[src/ati_pkg.sv]
// Shared types and constants for the attribute tween interpolator.
`default_nettype none
package ati_pkg;

    localparam int DUR_W    = 32;
    localparam int SIZE_W   = 16;
    localparam int COL_W    = 9;
    localparam int COLPK_W  = 36;
    localparam int R_W      = 17;   // Q1.16 progress, one means 65536
    localparam int CFG_IDX_W = 3;
    localparam int CFG_DAT_W = 36;
    localparam int QUO_W    = 48;   // dividend is time << 16

    // register indexes
    localparam logic [CFG_IDX_W-1:0] REG_DURATION   = 3'd0;
    localparam logic [CFG_IDX_W-1:0] REG_MODE       = 3'd1;
    localparam logic [CFG_IDX_W-1:0] REG_SIZE_START = 3'd2;
    localparam logic [CFG_IDX_W-1:0] REG_SIZE_FINAL = 3'd3;
    localparam logic [CFG_IDX_W-1:0] REG_ANG_START  = 3'd4;
    localparam logic [CFG_IDX_W-1:0] REG_ANG_FINAL  = 3'd5;
    localparam logic [CFG_IDX_W-1:0] REG_COL_START  = 3'd6;
    localparam logic [CFG_IDX_W-1:0] REG_COL_FINAL  = 3'd7;

    // status codes
    localparam logic [2:0] ST_APPLIED = 3'd0;
    localparam logic [2:0] ST_LEAVE   = 3'd1;
    localparam logic [2:0] ST_RESTORE = 3'd2;
    localparam logic [2:0] ST_KILL    = 3'd3;
    localparam logic [2:0] ST_IDLE    = 3'd4;

    localparam logic [DUR_W-1:0]   DURATION_RESET = 32'd0;
    localparam logic [SIZE_W-1:0]  SIZE_RESET     = 16'd4096;
    localparam logic [COLPK_W-1:0] COLOUR_RESET   = 36'd34426978560;

    // controller -> datapath commands
    typedef struct packed {
        logic capture;      // latch input item, clear time
        logic add_time;     // accumulate elapsed ticks
        logic div_start;    // load divider
        logic div_step;     // one quotient bit
        logic fold_r;       // load or fold progress into r register
        logic r_zero;       // use progress zero
        logic mul_stage;    // advance product sequencer
        logic [2:0] mul_sel;
        logic load_out;     // write result register
        logic [2:0] out_status;
    } ati_cmd_t;

    // datapath -> controller status
    typedef struct packed {
        logic ended;        // time reached duration, or duration is zero
        logic running;
    } ati_sts_t;

endpackage
`default_nettype wire

[src/ati_datapath.sv]
// Datapath: time counter, serial divider, shared multiplier, result register.
`default_nettype none
module ati_datapath
    import ati_pkg::*;
(
    input  wire logic                  clk,
    input  wire logic                  rst_n,
    input  wire logic                  cfg_we,
    input  wire logic [CFG_IDX_W-1:0]  cfg_index,
    input  wire logic [CFG_DAT_W-1:0]  cfg_data,
    input  wire logic [15:0]           in_elapsed,
    input  wire logic [15:0]           in_width,
    input  wire logic [15:0]           in_height,
    input  wire logic [15:0]           in_angle,
    input  wire logic [8:0]            in_opacity,
    input  wire logic [8:0]            in_red,
    input  wire logic [8:0]            in_green,
    input  wire logic [8:0]            in_blue,
    input  wire ati_cmd_t              cmd,
    output ati_sts_t                   sts,
    output logic [2:0]                 mode,
    output logic [86:0]                result
);

    // configuration registers
    logic [DUR_W-1:0]   dur_reg;
    logic [2:0]         mode_reg;
    logic [15:0]        sf0_reg, sf1_reg, ao0_reg, ao1_reg;
    logic [COLPK_W-1:0] c0_reg, c1_reg;

    always_ff @(posedge clk or negedge rst_n)
    begin
        if (!rst_n)
        begin
            dur_reg  <= DURATION_RESET;
            mode_reg <= '0;
            sf0_reg  <= SIZE_RESET;
            sf1_reg  <= SIZE_RESET;
            ao0_reg  <= '0;
            ao1_reg  <= '0;
            c0_reg   <= COLOUR_RESET;
            c1_reg   <= COLOUR_RESET;
        end
        else if (cfg_we)
        begin
            unique case (cfg_index)
                REG_DURATION:   dur_reg  <= cfg_data[31:0];
                REG_MODE:       mode_reg <= cfg_data[2:0];
                REG_SIZE_START: sf0_reg  <= cfg_data[15:0];
                REG_SIZE_FINAL: sf1_reg  <= cfg_data[15:0];
                REG_ANG_START:  ao0_reg  <= cfg_data[15:0];
                REG_ANG_FINAL:  ao1_reg  <= cfg_data[15:0];
                REG_COL_START:  c0_reg   <= cfg_data;
                REG_COL_FINAL:  c1_reg   <= cfg_data;
                default: ;
            endcase
        end
    end
    assign mode = mode_reg;

    // effect state
    logic [DUR_W-1:0] time_reg;
    logic             run_reg;
    logic [15:0]      kw_reg, kh_reg, ka_reg;
    logic [8:0]       ko_reg, kr_reg, kg_reg, kb_reg;
    logic [DUR_W:0]   time_sum;

    assign time_sum = {1'b0, time_reg} + {17'd0, in_elapsed};

    always_ff @(posedge clk or negedge rst_n)
    begin
        if (!rst_n)
        begin
            time_reg <= '0;
            run_reg  <= 1'b0;
            kw_reg <= '0; kh_reg <= '0; ka_reg <= '0;
            ko_reg <= '0; kr_reg <= '0; kg_reg <= '0; kb_reg <= '0;
        end
        else if (cmd.capture)
        begin
            time_reg <= '0;
            run_reg  <= 1'b1;
            kw_reg <= in_width;   kh_reg <= in_height; ka_reg <= in_angle;
            ko_reg <= in_opacity; kr_reg <= in_red;
            kg_reg <= in_green;   kb_reg <= in_blue;
        end
        else if (cmd.add_time)
        begin
            time_reg <= time_sum[DUR_W] ? '1 : time_sum[DUR_W-1:0];
        end
        else if (cmd.load_out && cmd.out_status != ST_APPLIED)
        begin
            run_reg <= 1'b0;
        end
    end

    assign sts.ended   = (time_reg >= dur_reg) || (dur_reg == '0);
    assign sts.running = run_reg;

    // restoring divider: (time << 16) / duration, one quotient bit a cycle
    logic [QUO_W-1:0] quo_reg;
    logic [DUR_W:0]   rem_reg;
    logic [DUR_W:0]   rem_sh;
    logic [DUR_W+1:0] rem_try;

    assign rem_sh  = {rem_reg[DUR_W-1:0], quo_reg[QUO_W-1]};
    assign rem_try = {1'b0, rem_sh} - {2'b0, dur_reg};

    always_ff @(posedge clk)
    begin
        if (cmd.div_start)
        begin
            quo_reg <= {time_reg, 16'd0};
            rem_reg <= '0;
        end
        else if (cmd.div_step)
        begin
            if (!rem_try[DUR_W+1])
            begin
                rem_reg <= rem_try[DUR_W:0];
                quo_reg <= {quo_reg[QUO_W-2:0], 1'b1};
            end
            else
            begin
                rem_reg <= rem_sh;
                quo_reg <= {quo_reg[QUO_W-2:0], 1'b0};
            end
        end
    end

    // progress, folded in loop-back mode; below duration it is < 65536
    logic [R_W-1:0] r_reg;
    logic [R_W:0]   r2;
    assign r2 = {1'b0, quo_reg[15:0], 1'b0};

    always_ff @(posedge clk)
    begin
        if (cmd.r_zero)
            r_reg <= '0;
        else if (cmd.fold_r)
        begin
            if (!mode_reg[0])
                r_reg <= {1'b0, quo_reg[15:0]};
            else if (r2 > 18'd65536)
                r_reg <= R_W'(18'd131072 - r2);
            else
                r_reg <= r2[R_W-1:0];
        end
    end

    // shared multiplier sequencer: each mul_sel step does one lerp product
    // pair then one scale product, registered between.
    logic [R_W-1:0] rinv;
    assign rinv = R_W'(18'd65536 - {1'b0, r_reg});

    logic [15:0] fa, fb;
    logic [15:0] base;
    always_comb
    begin
        fa = sf0_reg; fb = sf1_reg; base = kw_reg;
        case (cmd.mul_sel)
            3'd0: begin fa = sf0_reg; fb = sf1_reg; base = kw_reg; end
            3'd1: begin fa = sf0_reg; fb = sf1_reg; base = kh_reg; end
            3'd2: begin fa = {7'd0, c0_reg[35:27]}; fb = {7'd0, c1_reg[35:27]};
                        base = {7'd0, ko_reg}; end
            3'd3: begin fa = {7'd0, c0_reg[8:0]};   fb = {7'd0, c1_reg[8:0]};
                        base = {7'd0, kr_reg}; end
            3'd4: begin fa = {7'd0, c0_reg[17:9]};  fb = {7'd0, c1_reg[17:9]};
                        base = {7'd0, kg_reg}; end
            3'd5: begin fa = {7'd0, c0_reg[26:18]}; fb = {7'd0, c1_reg[26:18]};
                        base = {7'd0, kb_reg}; end
            default: ;
        endcase
    end

    // stage 1: factor lerp
    logic [33:0] lerp_sum;
    logic [17:0] f_reg;
    logic [15:0] base_reg;
    logic [2:0]  sel_reg;
    assign lerp_sum = 34'(fa * rinv) + 34'(fb * r_reg) + 34'd32768;

    // stage 2: scale
    logic [33:0] scaled;
    logic [21:0] sz_v;
    logic [25:0] cl_v;
    assign scaled = 34'(base_reg * f_reg);
    assign sz_v = 22'((scaled + 34'd2048) >> 12);
    assign cl_v = 26'((scaled + 34'd128) >> 8);

    // angle: (s1 - s0) * r, rounded, floored
    logic signed [16:0] adiff;
    logic signed [35:0] aprod;
    logic [15:0]        aoff;
    assign adiff = $signed({ao1_reg[15], ao1_reg}) - $signed({ao0_reg[15], ao0_reg});
    assign aprod = adiff * $signed({1'b0, r_reg}) + 36'sd32768;
    assign aoff  = aprod[31:16];

    logic [15:0] ow_reg, oh_reg, oa_reg;
    logic [8:0]  oo_reg, or_reg, og_reg, ob_reg;
    logic        s2_vld_reg;

    always_ff @(posedge clk)
    begin
        if (cmd.mul_stage)
        begin
            f_reg    <= lerp_sum[33:16];
            base_reg <= base;
            sel_reg  <= cmd.mul_sel;
        end
        s2_vld_reg <= cmd.mul_stage;
        if (s2_vld_reg)
        begin
            case (sel_reg)
                3'd0: ow_reg <= (sz_v > 22'd65535) ? 16'hFFFF : sz_v[15:0];
                3'd1: oh_reg <= (sz_v > 22'd65535) ? 16'hFFFF : sz_v[15:0];
                3'd2: oo_reg <= (cl_v > 26'd256) ? 9'd256 : cl_v[8:0];
                3'd3: or_reg <= (cl_v > 26'd256) ? 9'd256 : cl_v[8:0];
                3'd4: og_reg <= (cl_v > 26'd256) ? 9'd256 : cl_v[8:0];
                3'd5: ob_reg <= (cl_v > 26'd256) ? 9'd256 : cl_v[8:0];
                default: ;
            endcase
            oa_reg <= ka_reg + aoff;
        end
    end

    // result register: status, w, h, angle, opacity, r, g, b from bit 0 up
    always_ff @(posedge clk)
    begin
        if (cmd.load_out)
        begin
            case (cmd.out_status)
                ST_APPLIED: result <= {ob_reg, og_reg, or_reg, oo_reg,
                                       oa_reg, oh_reg, ow_reg, ST_APPLIED};
                ST_RESTORE: result <= {kb_reg, kg_reg, kr_reg, ko_reg,
                                       ka_reg, kh_reg, kw_reg, ST_RESTORE};
                default:    result <= {84'd0, cmd.out_status};
            endcase
        end
    end

endmodule
`default_nettype wire

[src/ati_ctrl.sv]
// Controller: sequences tick/start handling, divider and product steps.
`default_nettype none
module ati_ctrl
    import ati_pkg::*;
(
    input  wire logic     clk,
    input  wire logic     rst_n,
    input  wire logic     in_fire,
    input  wire logic     in_op,
    input  wire ati_sts_t sts,
    input  wire logic [2:0] mode,
    input  wire logic     out_free,
    output logic          busy,
    output logic          out_load,
    output ati_cmd_t      cmd
);

    localparam logic [2:0] S_IDLE = 3'd0;
    localparam logic [2:0] S_TICK = 3'd1;
    localparam logic [2:0] S_DIV  = 3'd2;
    localparam logic [2:0] S_FOLD = 3'd3;
    localparam logic [2:0] S_MUL  = 3'd4;
    localparam logic [2:0] S_OUT  = 3'd5;

    logic [2:0] state_reg, state_next;
    logic [5:0] cnt_reg, cnt_next;
    logic [2:0] stat_reg, stat_next;

    always_ff @(posedge clk or negedge rst_n)
    begin
        if (!rst_n)
        begin
            state_reg <= S_IDLE;
            cnt_reg   <= '0;
            stat_reg  <= ST_IDLE;
        end
        else
        begin
            state_reg <= state_next;
            cnt_reg   <= cnt_next;
            stat_reg  <= stat_next;
        end
    end

    always_comb
    begin
        state_next = state_reg;
        cnt_next   = cnt_reg;
        stat_next  = stat_reg;
        cmd        = '0;
        cmd.mul_sel = cnt_reg[2:0];
        cmd.out_status = stat_reg;
        out_load   = 1'b0;
        busy       = (state_reg != S_IDLE);
        unique case (state_reg)
            S_IDLE:
            begin
                if (in_fire)
                begin
                    if (!in_op)
                    begin
                        cmd.capture = 1'b1;
                        cmd.r_zero  = 1'b1;
                        stat_next   = ST_APPLIED;
                        cnt_next    = '0;
                        state_next  = S_MUL;
                    end
                    else if (!sts.running)
                    begin
                        stat_next  = ST_IDLE;
                        state_next = S_OUT;
                    end
                    else
                    begin
                        cmd.add_time = 1'b1;
                        state_next   = S_TICK;
                    end
                end
            end
            S_TICK:
            begin
                cnt_next = '0;
                if (sts.ended)
                begin
                    stat_next  = mode[1] ? ST_KILL : (mode[2] ? ST_RESTORE : ST_LEAVE);
                    state_next = S_OUT;
                end
                else
                begin
                    cmd.div_start = 1'b1;
                    stat_next     = ST_APPLIED;
                    state_next    = S_DIV;
                end
            end
            S_DIV:
            begin
                cmd.div_step = 1'b1;
                cnt_next     = cnt_reg + 6'd1;
                if (cnt_reg == 6'd47)
                    state_next = S_FOLD;
            end
            S_FOLD:
            begin
                cmd.fold_r = 1'b1;
                cnt_next   = '0;
                state_next = S_MUL;
            end
            S_MUL:
            begin
                // six products issued, then the pipeline drains
                cmd.mul_stage = (cnt_reg < 6'd6);
                cnt_next      = cnt_reg + 6'd1;
                if (cnt_reg == 6'd7)
                    state_next = S_OUT;
            end
            S_OUT:
            begin
                if (out_free)
                begin
                    cmd.load_out = 1'b1;
                    out_load     = 1'b1;
                    state_next   = S_IDLE;
                end
            end
            default: state_next = S_IDLE;
        endcase
    end

endmodule
`default_nettype wire

[src/attribute_tween_interpolator.sv]
// Top level of the sprite attribute tween interpolator.
// A running tick is dominated by the restoring divider, then the product
// sequence; a start skips the divider, and output stalls add delay.
// Throughput: one transaction at a time; next accepted once the result
// register is loaded (it may still be waiting on m_axis_tready).
// Reset: rst_n asynchronous active low; config and control registers take their default values.
`default_nettype none
module attribute_tween_interpolator
    import ati_pkg::*;
(
    input  wire logic                 clk,
    input  wire logic                 rst_n,
    input  wire logic                 cfg_we,
    input  wire logic [CFG_IDX_W-1:0] cfg_index,
    input  wire logic [CFG_DAT_W-1:0] cfg_data,
    input  wire logic                 s_axis_tvalid,
    output logic                      s_axis_tready,
    // elapsed_ticks, base_width, base_height, base_angle, base_opacity,
    // base_red, base_green, base_blue
    input  wire logic [103:0]         s_axis_tdata,
    // opcode
    input  wire logic                 s_axis_tuser,
    output logic                      m_axis_tvalid,
    input  wire logic                 m_axis_tready,
    // status, out_width, out_height, out_angle, out_opacity, out_red,
    // out_green, out_blue, zero pad
    output logic [87:0]               m_axis_tdata
);

    ati_cmd_t     cmd;
    ati_sts_t     sts;
    logic [2:0]   mode;
    logic         busy, out_load, in_fire, out_free;
    logic [86:0]  result;
    logic         mvld_reg;

    assign s_axis_tready = !busy;
    assign in_fire  = s_axis_tvalid && s_axis_tready;
    assign out_free = !mvld_reg || m_axis_tready;

    ati_ctrl u_ctrl (
        .clk(clk), .rst_n(rst_n), .in_fire(in_fire), .in_op(s_axis_tuser),
        .sts(sts), .mode(mode), .out_free(out_free), .busy(busy),
        .out_load(out_load), .cmd(cmd)
    );

    ati_datapath u_dp (
        .clk(clk), .rst_n(rst_n), .cfg_we(cfg_we), .cfg_index(cfg_index),
        .cfg_data(cfg_data),
        .in_elapsed(s_axis_tdata[15:0]),  .in_width(s_axis_tdata[31:16]),
        .in_height(s_axis_tdata[47:32]),  .in_angle(s_axis_tdata[63:48]),
        .in_opacity(s_axis_tdata[72:64]), .in_red(s_axis_tdata[81:73]),
        .in_green(s_axis_tdata[90:82]),   .in_blue(s_axis_tdata[99:91]),
        .cmd(cmd), .sts(sts), .mode(mode), .result(result)
    );

    // output valid
    always_ff @(posedge clk or negedge rst_n)
    begin
        if (!rst_n)
            mvld_reg <= 1'b0;
        else if (out_load)
            mvld_reg <= 1'b1;
        else if (m_axis_tready)
            mvld_reg <= 1'b0;
    end

    assign m_axis_tvalid = mvld_reg;
    // result holds status in 2:0, then the fields
    assign m_axis_tdata  = {1'b0, result};

    // a load only happens when the output slot is free
    a_load_free: assert property (@(posedge clk) disable iff (!rst_n)
        out_load |-> out_free) else $error("result overwritten");
    // no transaction accepted while sequencing
    a_no_accept_busy: assert property (@(posedge clk) disable iff (!rst_n)
        busy |-> !s_axis_tready) else $error("accepted while busy");
    // each load raises valid next cycle
    a_load_valid: assert property (@(posedge clk) disable iff (!rst_n)
        out_load |=> m_axis_tvalid) else $error("valid missing");

endmodule
`default_nettype wire
[config.mk]
export PLATFORM = sky130hd
export DESIGN_NAME = attribute_tween_interpolator
export DESIGN_NICKNAME = d
export VERILOG_FILES = /design/src/ati_pkg.sv /design/src/ati_datapath.sv /design/src/ati_ctrl.sv /design/src/attribute_tween_interpolator.sv
export SDC_FILE = /design/constraint.sdc
export NUM_CORES = 2
export LEC_CHECK = 0
export ABC_AREA = 1
export BUFFER_PORTS_ARGS = -buffer_cell sky130_fd_sc_hd__buf_2
export CORE_MARGIN = 2
export CORE_UTILIZATION = 45
export DETAILED_ROUTE_END_ITERATION = 7
export PLACE_DENSITY = 0.67
export SLEW_MARGIN = 20
export SYNTH_ARGS = -nofsm -noshare
export SYNTH_HDL_FRONTEND = slang
export SYNTH_SLANG_ARGS = --single-unit
[constraint.sdc]
create_clock -name clk -period 10.2 [get_ports clk]
set_input_delay 1.53 -clock clk [delete_from_list [all_inputs] [get_ports clk]]
set_output_delay 1.53 -clock clk [all_outputs]
set_load 0.01 [all_outputs]
==> flow_summary.toml <==
[critical_path]
critical_path_required_ns = 10.62
critical_path_arrival_ns = 10.02
crit_type = "flip-flop to flip-flop"
timing.critical_path.mode_cell = "nand2_1"
r2r.worst_path.cells = 40
critPathLaunchType = "flip-flop"
cp.depth = 40
path_buf_inv = 10
slowest_stage = "fa_1"
worst_path_dominant_cell_family = "adder cells"
worst_setup_path_end_kind = "flip-flop"
max_stage_delay_ns = 0.57
worst-path-max-fanout = 15

[synthesis]
synth.net_count = 9861
synth-compound-area-share = 0.07847
ys_ff_latch = 607
synthMuxAreaShare = 0.001156
synth-xor-area-share = 0.01721
total_of_warnings_raised_by_yosys = 0
largest_family_of_logic_cells_by_synthesized_area = "adder cells"
synthesis.area_um2 = 68180
ys_types = 68
synth_area_in_simple_gates = 0.1771
synth_enable_flop_cells = 240
seq_area_frac_synth = 0.2358
syn-instance-count = 8243
synth_async_sr_flop_share = 0.4959
top_flip_flop_cell_by_instance_count_after_synthesis = "dfrtp_1"
synthesis.area_per_instance_um2 = 8.271
synth_adder_area_share = 0.3715

[placed_design]
globalplace.congestion = 0.9979
place.port_buffers = 233
hpwl_um = 161700

[clock_tree]
clock_latency_ns = 0.69
ctsRootBufferMaster = "clkbuf_16"
clockBufferDepth = 3
tritoncts_clock_tree = "built"
cts_num_sinks = 607
numCtsBuffers = 72
worst_setup_hold_path_clk_slew_ns = 0.07
h-tree-depth = 3

[route]
firstDrtPassIters = 6
route.detailed.vias_per_inst = 5.311
dr.first_iter.drc_count = 4736
drt_wl_total_um = 204800
drtAntennaViolNets = 0
wl_per_cell_um = 19.64
via_count = 55378
drt_drc_violations_left = 0

[layout]
synthesis_to_finish_area_growth_pct = 8.737
area_used_by_sequential_logic_in_the_layout_um2 = 16070
layout.cells.most_common = "inv_1"
fraction_of_final_layout_cells_sized_beyond_drive_strength_1 = 0.07530
largest_reg_flops = 87
fin_nets = 9968
multi_input_comb_area_um2 = 44080
filler_cell_count = 14233
most-common-layout-cells = "inv_1 (1797), nand2_1 (1792), fa_1 (926)"

[global_routing]
first_global_vias = 56054
grt_start_max_net_pins = 187
grt.total_usage = 0.2693
first_pass_grt_wire_length_um = 320000
number_of_antenna_violations_at_the_first_check_in_global_routing = 12
grt_remaining_overflow = 0

[floorplanning]
floorplan.rows = 142
core_area_um2 = 150100
die_y_um = 393.2
floorplan.die.width_um = 393.2
top_level_ports = 239
effective_utilization_at_floorplan = 0.4541
die_area_um2 = 154600

[timing]
report.final.hold_viol_count = 0
setup_viol = 0
clock.fmax_ghz = 0.1041
final-max-slew-violation-count = 0
post_route_fraction_of_the_period_consumed_by_the_critical_path = 0.9414
timing.clock.skew_ns = 0.03657
timing_worst_slew_pin_value_ns = 1.225
setup_repair_after_global_routing_missed_its_margin = "false"
max-slew-margin-rel = 0.1824
finalSetupTns_ns = 0
finalWorstPathRequiredPeriod_ns = 9.602

[run_status]
status = "completed"

[worst_hold_path]
timing.hold.worst.class = "flip-flop to flip-flop"
hold-path-cell-count = 2

[flow_run]
number_of_max_capacitance_violations_reported = 0
[through the flow]
stage | setup slack, ns | instances | util | hold slack (ns) | instance area (um2)
5_1_grt | 0.01998 | 10426 | 0.4938 | 0.4892 | 74130
3_5_place_dp | 0.6101 | 10292 | 0.4770 | 0.4597 | 71610
6_report | 0.5979 | 10427 | 0.4938 | 0.4657 | 74140
3_3_place_gp | 0.6762 | 10292 | 0.4770 | 0.4581 | 71610
4_1_cts | 0.5839 | 10422 | 0.4936 | 0.4686 | 74110
2_1_floorplan | 1.801 | 8243 | - | 0.4441 | 68180
[worst register-to-register path: cells and delay by family (launching register included)]
| kind | cells | cell delay, ns |
|---|---|---|
| AOI/OAI and AO/OA | 3 | 1.01 |
| DFF | 1 | 0.47 |
| buffers and inverters | 10 | 1.40 |
| adders and majority gates | 10 | 4.51 |
| and+or+nand+nor | 16 | 1.90 |
| xor gates and xnor gates | 1 | 0.06 |
[cell type report]
cell class	instances	area share
multi-input cells	5490	0.5946
flip-flops and latches	607	0.2168
inverters	1831	0.09277
well taps	2016	0.03402
repair buffers	348	0.02785
clock buffers	98	0.02768
clock inverters	32	0.006059
diodes	5	0.0001688
[metal layers]
layer	GRT usage	part of all wire	routed length, um
met5	0	0.00025	51
met1	0.3565	0.41	83290
met3	0.05125	0.086	17640
met4	0.1040	0.043	8904
met2	0.4368	0.46	94910
[cells in the mapped netlist, drive strengths merged (8+ instances only)]
library cell	n	area share
buf	27	0.0021
nor4	14	0.0013
dfrtp	290	0.11
o22ai	29	0.0027
dfxtp	66	0.019
o21ai	553	0.041
inv	1816	0.10
a221oi	14	0.0018
nand3	223	0.017
or2	15	0.0014
a31oi	34	0.0031
nor3	60	0.0054
clkinv	15	0.00083
clkbuf	288	0.016
xor2	98	0.013
a21o	11	0.0012
fa	926	0.27
nand2	1840	0.10
ha	543	0.10
nor2	643	0.038
o31ai	9	0.00099
xnor2	36	0.0046
dfstp	11	0.0042
edfxtp	240	0.11
o211ai	17	0.0019
o21bai	14	0.0015
nand4	76	0.0074
a21oi	260	0.019
a211oi	18	0.0020
nand3b	11	0.0015
o2111ai	8	0.0010
[kinds of logic (layout without fill, tap and decap cells)]
family,Yosys count,after routing
compound gates,987,987
xor+xnor,134,134
fa+ha+maj,1469,1469
buf+inv,2146,2309
flops,607,607
mux,7,7
other cells,1,6
simple gates,2892,2892
[repair_timing]
item | in CTS | in global routing
gates resized for setup | 0 | 4
buffers inserted | 0 | 0
setup endpoints to repair | 0 | 6
hold buffers | 0 | 0
[worst paths after layout]
kind | startpoint | end | slack, ns
worst min-delay path | u_dp.r_reg[16] | u_dp.r_reg[16] | 0.47
worst max register to register | u_ctrl.cnt_reg[1] | u_dp.f_reg[16] | 0.60
worst max-delay path | u_ctrl.cnt_reg[1] | u_dp.f_reg[16] | 0.60
max in group asynchronous | rst_n | u_dp.ka_reg[14] | 7.90
min in group asynchronous | rst_n | u_dp.time_reg[5] | 0.85
worst min register to register | u_dp.r_reg[16] | u_dp.r_reg[16] | 0.47
Power is not shown: default switching activity piles up to over one toggle a cycle in this logic, so the estimate is an artifact.
